===== config.mk =====
export PLATFORM = sky130hd
export DESIGN_NAME = btt_front
export DESIGN_NICKNAME = d
export VERILOG_FILES = /design/src/btt_pkg.sv /design/src/btt_front.sv
export SDC_FILE = /design/constraint.sdc
export NUM_CORES = 1
export LEC_CHECK = 0
export BUFFER_PORTS_ARGS = -buffer_cell sky130_fd_sc_hd__buf_4
export CORE_ASPECT_RATIO = 0.8
export CORE_MARGIN = 2
export CORE_UTILIZATION = 52
export CTS_CLUSTER_SIZE = 28
export DETAILED_ROUTE_END_ITERATION = 16
export PLACE_DENSITY = 0.77
export SLEW_MARGIN = 20
export SYNTH_ARGS = -nofsm -noshare
export SYNTH_HDL_FRONTEND = slang
export SYNTH_SLANG_ARGS = --single-unit

===== constraint.sdc =====
create_clock -name clk -period 5.1 [get_ports clk]
set_clock_uncertainty 0.05 [all_clocks]
set_input_delay 0.765 -clock clk [delete_from_list [all_inputs] [get_ports clk]]
set_output_delay 0.765 -clock clk [all_outputs]
set_load 0.02 [all_outputs]

===== src/btt_pkg.sv =====
// shared types, function codes and helpers for the byte taint tag tracker
`timescale 1ns / 1ps

package btt_pkg;

  // function codes of a request
  localparam logic [3:0] FN_CLEAR      = 4'd0;
  localparam logic [3:0] FN_MEM_RD     = 4'd1;
  localparam logic [3:0] FN_MEM_WR     = 4'd2;
  localparam logic [3:0] FN_REG_RD     = 4'd3;
  localparam logic [3:0] FN_REG_WR     = 4'd4;
  localparam logic [3:0] FN_OPEN       = 4'd5;
  localparam logic [3:0] FN_CLOSE      = 4'd6;
  localparam logic [3:0] FN_READ_DONE  = 4'd7;
  localparam logic [3:0] FN_WRITE_CHK  = 4'd8;

  // tags are packed 32 to a memory word
  localparam int WORD_BITS = 32;
  localparam int WORD_LSB  = 5;

  // classified request as it sits in the queue; slots already reduced
  typedef struct packed {
    logic [3:0]  func;
    logic [15:0] address;
    logic [15:0] length;
    logic [7:0]  reg_index;
    logic [7:0]  fd;
    logic        confidential;
    logic        external;
  } cmd_t;

  // value modulo slots for slots of at least 8: quotient fits in five bits
  function automatic logic [7:0] slot_mod(input logic [7:0] value, input int unsigned slots);
    logic [16:0] rem;
    logic [16:0] step;
    int unsigned k;
    rem = {9'd0, value};
    for (k = 5; k > 0; k--) begin
      step = 17'(slots << (k - 1));
      if (rem >= step) begin
        rem = rem - step;
      end
    end
    return rem[7:0];
  endfunction

endpackage


===== src/btt_front.sv =====
// front end: accepts requests, reduces slot numbers and queues them
`timescale 1ns / 1ps

module btt_front #(
  parameter int REG_SLOTS = 256,
  parameter int FD_SLOTS  = 256
) (
  input  logic           clk,
  input  logic           rst_n,
  input  logic           in_valid,
  output logic           in_stall,
  input  logic [3:0]     in_func,
  input  logic [15:0]    in_address,
  input  logic [15:0]    in_length,
  input  logic [7:0]     in_reg_index,
  input  logic [7:0]     in_fd,
  input  logic           in_confidential,
  input  logic           in_external,
  input  logic           clearing,
  input  logic           q_pop,
  output logic           q_valid,
  output btt_pkg::cmd_t  q_head
);

  btt_pkg::cmd_t q_mem_r [2];
  logic          wr_ptr_r;
  logic          rd_ptr_r;
  logic [1:0]    cnt_r;
  logic          push;
  logic          pop;
  btt_pkg::cmd_t cmd;

  // classify the incoming request
  always_comb begin
    cmd.func         = in_func;
    cmd.address      = in_address;
    cmd.length       = in_length;
    cmd.reg_index    = btt_pkg::slot_mod(in_reg_index, REG_SLOTS);
    cmd.fd           = btt_pkg::slot_mod(in_fd, FD_SLOTS);
    cmd.confidential = in_confidential;
    cmd.external     = in_external;
  end

  assign in_stall = clearing || (cnt_r == 2'd2);
  assign push     = in_valid && !in_stall;
  assign pop      = q_pop && q_valid;
  assign q_valid  = (cnt_r != 2'd0);
  assign q_head   = q_mem_r[rd_ptr_r];

  // two entry queue between front and back
  always_ff @(posedge clk) begin
    if (!rst_n) begin
      wr_ptr_r <= 1'b0;
      rd_ptr_r <= 1'b0;
      cnt_r    <= 2'd0;
    end else begin
      if (push) begin
        q_mem_r[wr_ptr_r] <= cmd;
        wr_ptr_r          <= !wr_ptr_r;
      end
      if (pop) begin
        rd_ptr_r <= !rd_ptr_r;
      end
      cnt_r <= cnt_r + 2'(push) - 2'(pop);
    end
  end

endmodule


Yosys cells after proc, flatten, opt, wreduce, memory -nomap -nowiden. Memory sizes are Yosys's and may differ from the RTL's. A register that Yosys moved wholly into a read port is not among the register bits. Index checks and enable logic that the tools add are counted.

Add/sub/neg operators: 2. Multipliers: 0. Divide/modulo/power cells: 0. $lt $le $gt $ge: 0. Equal/unequal tests: 1. Shift operators: 0. Multiplexer cells: 5. Bitwise operators: 0. Reductions and logical operators: 7.

Operators by type and width (number): 2-to-1 mux 1 bit (5); logical NOT 1 bit (3); adder 2 x 1 -> 2 bit (1); equality test 2 bit, second input constant (1); logical AND 1 bit (2); nonzero test 2 bit (1); subtractor 2 x 1 -> 2 bit (1); logical OR 1 bit (1).

Flip-flop bits (word level): 4. Latch bits: 0. RAM bits: 108. Bits in read-only memories: 0. Input bits: 59. Output and inout bits: 56. Word-level logic and storage cells: 19. Memories: 1.

Memory list: q_mem_r (depth 2, bits a word 54, read ports 1, clocked after Yosys merged registers in 1, wr ports 1, line btt_front.sv:25) `btt_pkg::cmd_t q_mem_r [2];`.

Depth between registers and ports, before layout. Gate-level depths: netlist of the first run.

Word-level depth: 7. Mapped depth: 8. Mapped depth without buffers: 8.

Worst setup path after synthesis of the first run. Ideal clock, no wire load.

Kind: input port to flip-flop. Start: input port in_valid. End: memory q_mem_r[0][0] (netlist name) (enable). Setup time: 0.466 ns. Arrival: 3.296 ns. Required time: 4.584 ns. Setup slack: 1.289 ns. Cell stages on the path: 3. Buffers on the path: 0. Cells stage by stage: nor2b_1 nand2_1 nor2_1.

Longest elaborated chain between the ends: 4.

RTL lines: start: declaration (line btt_front.sv:10) `input logic in_valid,`; logical AND 1 bit (line btt_front.sv:45) `assign push = in_valid && !in_stall;`; 2-to-1 mux 1 bit (line btt_front.sv:57) `if (push) begin`; 2-to-1 mux 1 bit (line btt_front.sv:52) `if (!rst_n) begin`; 2-to-1 mux 1 bit (implied by the code) (line btt_front.sv:58) `q_mem_r[wr_ptr_r] <= cmd;`; end: declaration (line btt_front.sv:25).

No other way between the ends.

==> results of run 1 <==
-- stage by stage --
stage	instances	hold slack (ps)	total power, W	util, %	area (µm²)
global route	443	369	0.00288	72.6	5850
global placement	412	417	0.00174	65.9	5310
CTS	443	369	0.00281	72.6	5850
floorplan	194	392	0.00157	-	4400
detailed placement	412	418	0.00175	65.9	5310
finish	443	393	0.00278	72.6	5850
-- worst paths after layout --
check                                                 to  cells past startpoint
worst min register to register     wr_ptr_r$_SDFFE_PN0P_                      2
worst min-delay path            q_mem_r[1][45]$_DFFE_PP_                      1
worst max-delay path                           q_head[2]                      2
worst max register to register   q_mem_r[0][8]$_DFFE_PP_                      4
-- cell usage after synthesis --
| cell | number |
|---|---|
| mux2_2 | 4 |
| edfxtp_1 | 108 |
| nand2_1 | 2 |
| mux2_4 | 50 |
| and4_1 | 1 |
| mux2i_1 | 1 |
| xnor2_1 | 3 |
| ha_1 | 2 |
| nand2b_1 | 3 |
| nor2b_1 | 3 |
| o21a_1 | 1 |
| inv_1 | 1 |
| nor2_1 | 1 |
| dfxtp_1 | 5 |
| buf_6 | 1 |
| or2_2 | 1 |
| buf_12 | 5 |
| and2_1 | 2 |
-- final cells by class --
cell class,count,area share (%)
clock buffer,18,7.15
timing repair buffer,116,14.9
multi-input combinational,74,16.2
sequential,113,57.3
clock inverter,13,2.08
inverter,1,0.0642
tap,108,2.31
-- layout by cell type (no fill, tap or decap), types with 2 or more instances in the layout --
| cell type | instances |
|---|---|
| and2_1 | 2 |
| buf_4 | 116 |
| bufinv_16 | 2 |
| clkbuf_16 | 16 |
| clkinv_1 | 3 |
| clkinv_2 | 4 |
| clkinvlp_4 | 4 |
| dfxtp_1 | 4 |
| edfxtp_1 | 108 |
| ha_1 | 2 |
| mux2_2 | 4 |
| mux2_4 | 50 |
| nand2_1 | 2 |
| nand2b_1 | 3 |
| nor2b_1 | 3 |
| xnor2_1 | 3 |
-- state kept, by name, summed over array words and instances (netlist names), named ones only --
signal	cells
cnt_r	2
wr_ptr_r	1
rd_ptr_r	1
q_mem_r	108
-- critical path, cell delays in order, from the launching register on --
cell and delay, ps:
dfxtp_4 980, mux2_2 420, buf_4 160
-- power by group --
group	internal (W)	switching (W)	total, W
registers	0.00107	0.0000868	0.00116
clock network	0.000680	0.000379	0.00106
logic	0.000329	0.000237	0.000566
total	0.00208	0.000703	0.00278
-- cell families (layout without fill, tap and decap cells) --
group                      Yosys count  in the layout  share of synthesized area [%]
xor gates and xnor gates             3              3                          0.597
and+or+nand+nor                     13             13                           1.74
AOI/OAI and AO/OA                    1              1                          0.171
adders and majority gates            2              2                          0.569
DFF                                113            113                           76.0
muxes                               55             55                           18.3
buffers and inverters                7            148                           2.62
-- routing by layer --
| metal | track usage, % | part of all wire (%) | vias up | wire length [µm] |
|---|---|---|---|---|
| met5 | 0 | 0 | - | 0 |
| met4 | 6.73 | 1.2 | 0 | 90 |
| met3 | 6.17 | 6.7 | 9 | 506 |
| met2 | 25.0 | 47 | 99 | 3530 |
| met1 | 22.4 | 45 | 1080 | 3380 |
| li1 | - | - | 1018 | - |
==> out/metrics.yaml, run 1 <==
synthesis:
  synth_seq_cells: 113
  total_number_of_yosys_warnings: 0
  syn_nets: 255
  synthCells: 194
  synth.avg_cell_area_um2: 22.7
  syn-cell-area_um2: 4400
  synth-seq-area-share_pct: 76.0
  ys_types: 18
  synthDominantCellAreaShare_pct: 73.7
  synth.area.top_cells: "edfxtp_1, mux2_4, buf_12"
  synth_area_leader_cell: "edfxtp_1"
timing:
  max_freq_mhz: 341
  setup_tns_ps: 0
  final_count_of_hold_timing_violations: 0
  max_slew.worst_pin.slew_ps: 998
  unrepaired_setup_endpoints_after_global_routing: "no"
  max_slew_margin_pct: 33.5
  final-setup-viol-count: 0
  finalWorstPathRequiredPeriod_ps: 2940
  final_worst_path_period_share_pct: 57.6
  timing.final.ws_setup_ps: 2160
  slew_violations: 0
cells_and_area:
  finalNetCount: 384
  area_growth_syn_to_layout_pct: 32.9
  num_antenna_cells: 0
  multi_input_comb_area_um2: 950
  drive_gt1_share_pct: 60.0
  final.fill_count: 493
  final-seq-area_um2: 3350
die:
  die_area_um2: 9220
  fp.dieW_um: 107
  effective_utilization_at_floorplan_pct: 54.6
  floorplan.core_area_um2: 8060
  die_h_um: 86.3
  rows: 29
  num_io_pins: 115
clock_tree:
  ctsResizeCount: 0
  clock_path_buffers: 2
  post_cts_setup_buffer_count: 0
  cts_root_buf: "clkbuf_8"
  clock_edge_transition_at_the_registers_on_the_reported_setup_and_hold_paths_ps: 60
  cts_hold_buf: 0
  number_of_cts_inserted_buffers: 17
  cts-htree-levels: 4
  cts.sink_count: 113
  worstSkewPairLatency_ps: 500
  clock_tree_from_tritoncts: "built"
drt:
  wl_per_cell_um: 16.9
  detail_route.drc_violations: 0
  detail_route.iter0.violations: 117
  postRouteWirelength_mm: 7.50
  route.detailed.vias_per_inst: 4.98
  detailedRoute.firstPassIterationCount: 4
  routed-via-count: 2206
  count_of_nets_left_with_antenna_violations_after_detail_routing: 0
place:
  gp_congestion: 0.697
  pre_cts_ws_ps: 2340
  place_hpwl_mm: 4.90
  buffers_added_on_ports: 114
worst_hold_path:
  worst_hold_path_type: "in -> reg"
  hp-start: "in_address[11]"
critical_path:
  worst_r2r_startpoint: "cnt_r[0]$_SDFF_PN0_"
  timing.reg2reg.setup_slack_ps: 2890
  setup.worst_path.start_class: "flip-flop"
  cp_data_required_time_ps: 4280
  timing.critical_path.arrival_ps: 2120
  setup.worst_path.end_class: "output port"
  timing_worst_setup_path_type: "reg -> out"
  worstPathMaxFanout: 54
status:
  status: "finished, final reports clean"
global_route:
  number_of_global_route_vias_before_repair: 2178
  gr-total-overflow: 0
  groute.usage.overall_pct: 16.7
  grt_pass1_wl_mm: 11.1
  maximum_number_of_pins_on_one_net_before_global_route_repair: 55
  antenna_found_initial: 0
power_and_ir_drop:
  vdd_ir_drop_max_v: 0.000413
  cellLeakagePower_nw: 2.28
  pd_cells_nw_per_um2: 476
flow_run:
  drv.max_cap_violation_count: 0
Note: power is estimated with default switching activity, not from simulation.
==> run 2: changes to the inputs <==
clock period = 2.95 ns   (was 5.1 ns; I/O delays follow)
==> run 2 against run 1 <==
- sequential share of layout area decreased by 1.3 points
- routed wire length fell by 1.3%
- flip-flop and latch count stayed put
- clock power rose by 110%
- utilization rose by 1.7 points
- via count fell by 0.14%
- worst setup slack got worse by 1700 ps
- final area grew 2.3%
- cell count grew 0.45%
- die area is the same
- critical path depth increased by 1
- hold slack got worse by 320 ps
==> out/metrics.yaml, run 2 (synthesis results as in run 1) <==
cells_and_area:
  final.fill_count: 491
  most-common-layout-cells: "buf_4, edfxtp_1, mux2_4"
  top_regs: "q_mem_r (108), cnt_r (2)"
  layout.cell_area.non_filler_um2: 5980
  finalNetCount: 386
  num_antenna_cells: 0
  area_growth_syn_to_layout_pct: 36.0
  largest_register_ff_count: 108
  max_flop_register: "q_mem_r"
  drive_gt1_share_pct: 60.2
  mostFrequentLayoutCell: "buf_4"
power_and_ir_drop:
  vdd_ir_drop_max_v: 0.000797
  pd_cells_nw_per_um2: 864
  cellLeakagePower_nw: 2.34
drt:
  wl_per_cell_um: 16.6
  detailedRoute.firstPassIterationCount: 4
  routed-via-count: 2203
  detail_route.iter0.violations: 109
  detail_route.drc_violations: 0
  postRouteWirelength_mm: 7.41
  route.detailed.vias_per_inst: 4.95
  count_of_nets_left_with_antenna_violations_after_detail_routing: 0
global_route:
  grt_pass1_wl_mm: 11.6
  maximum_number_of_pins_on_one_net_before_global_route_repair: 32
  gr-total-overflow: 0
  number_of_global_route_vias_before_repair: 2305
  antenna_found_initial: 0
  groute.usage.overall_pct: 17.3
clock_tree:
  number_of_cts_inserted_buffers: 17
  cts.sink_count: 113
  clock_tree_from_tritoncts: "built"
  clock_path_buffers: 2
  worstSkewPairLatency_ps: 500
  cts_root_buf: "clkbuf_8"
  clock_edge_transition_at_the_registers_on_the_reported_setup_and_hold_paths_ps: 60
  post_cts_setup_buffer_count: 0
  cts_hold_buf: 0
  cts-htree-levels: 4
  ctsResizeCount: 0
timing:
  max_freq_mhz: 398
  final_worst_path_period_share_pct: 85.2
  unrepaired_setup_endpoints_after_global_routing: "no"
  final-setup-viol-count: 0
  setup_tns_ps: 0
  finalWorstPathRequiredPeriod_ps: 2510
  max_slew.worst_pin.slew_ps: 653
  max_slew_margin_pct: 56.4
  final_count_of_hold_timing_violations: 0
  slew_violations: 0
critical_path:
  timing_worst_setup_path_type: "reg -> out"
  cp_data_required_time_ps: 2460
  r2r_cells: 3
  setup.worst_path.start_class: "flip-flop"
  worst_r2r_startpoint: "cnt_r[0]$_SDFF_PN0_"
  worstReg2RegEnd: "q_mem_r[1][48]$_DFFE_PP_"
  worst_path_largest_cell_delay_ps: 680
  worstPathMaxFanout: 29
  critPathSlowestCell: "dfxtp_4"
  crit_path_cells: "buf_12 > mux2_2 > buf_4"
  setup.worst_path.end_class: "output port"
  timing.critical_path.arrival_ps: 2020
  crit_end: "q_head[53]"
  timing.reg2reg.setup_slack_ps: 1060
flow_run:
  drv.max_cap_violation_count: 0
die:
  rows: 29
  die_area_um2: 9220
  floorplan.core_area_um2: 8060
  num_io_pins: 115
  die_h_um: 86.3
  fp.dieW_um: 107
  effective_utilization_at_floorplan_pct: 54.6
place:
  placedInstanceArea_um2: 5350
  buffers_added_on_ports: 114
  gp_congestion: 0.729
  place_hpwl_mm: 4.73
worst_hold_path:
  worst_hold_path_type: "in -> reg"
status:
  status: "finished, final reports clean"
run 2: cell types whose count changed in the layout (fill, tap and decap cells not counted), sizes merged:
cell,before,now
bufinv,2,6
buf,116,118
clkinv,7,5
clkinvlp,4,2
run 2: metrics by stage:
stage	total power [W]	hold slack [ps]	utilization, %	setup WS [ps]	instances
floorplan	0.00271	392	-	355	194
global placement	0.00301	420	66.4	913	414
detailed placement	0.00302	437	66.4	883	414
CTS	0.00521	44.0	74.2	369	445
global route	0.00535	43.8	74.2	313	445
finish	0.00517	69.2	74.2	437	445
run 2: cell type report:
cell class	count	area, µm²	area share (%)
sequential	113	3350	56.0
multi-input combinational	74	950	15.9
timing repair buffer	118	911	15.2
clock buffer	18	418	6.99
clock inverter	13	216	3.62
tap	108	135	2.26
inverter	1	3.75	0.0628
run 2: how the worst min path moves through the flow:
stage	startpoint	to	cells past startpoint
after floorplan	wr_ptr_r$_SDFFE_PN0P_	wr_ptr_r$_SDFFE_PN0P_	2
after global placement	wr_ptr_r$_SDFFE_PN0P_	wr_ptr_r$_SDFFE_PN0P_	2
after detailed placement	wr_ptr_r$_SDFFE_PN0P_	wr_ptr_r$_SDFFE_PN0P_	2
after CTS	in_fd[4]	q_mem_r[1][6]$_DFFE_PP_	1
after global routing	in_reg_index[1]	q_mem_r[1][11]$_DFFE_PP_	1
final	in_address[13]	q_mem_r[1][47]$_DFFE_PP_	1
run 2: metal layers:
metal	vias up	part of all wire (%)	GRT usage (%)
met5	-	0	0
met4	0	1.1	7.79
met3	12	8.5	6.99
met2	85	48	26.3
met1	1082	43	22.2
li1	1024	-	-
run 2: critical path: cells and delay by family (launching register included):
kind | cells | cell delay [ps]
mux | 1 | 370
flops | 1 | 680
buf+inv | 2 | 460
run 2: report_power, final:
part	switching, W	internal [W]	leakage (nW)	total, W
clock	0.000660	0.00152	0.303	0.00218
sequential	0.0000908	0.00185	1.02	0.00194
combinational	0.000472	0.000574	1.02	0.00105
total	0.00122	0.00394	2.34	0.00516
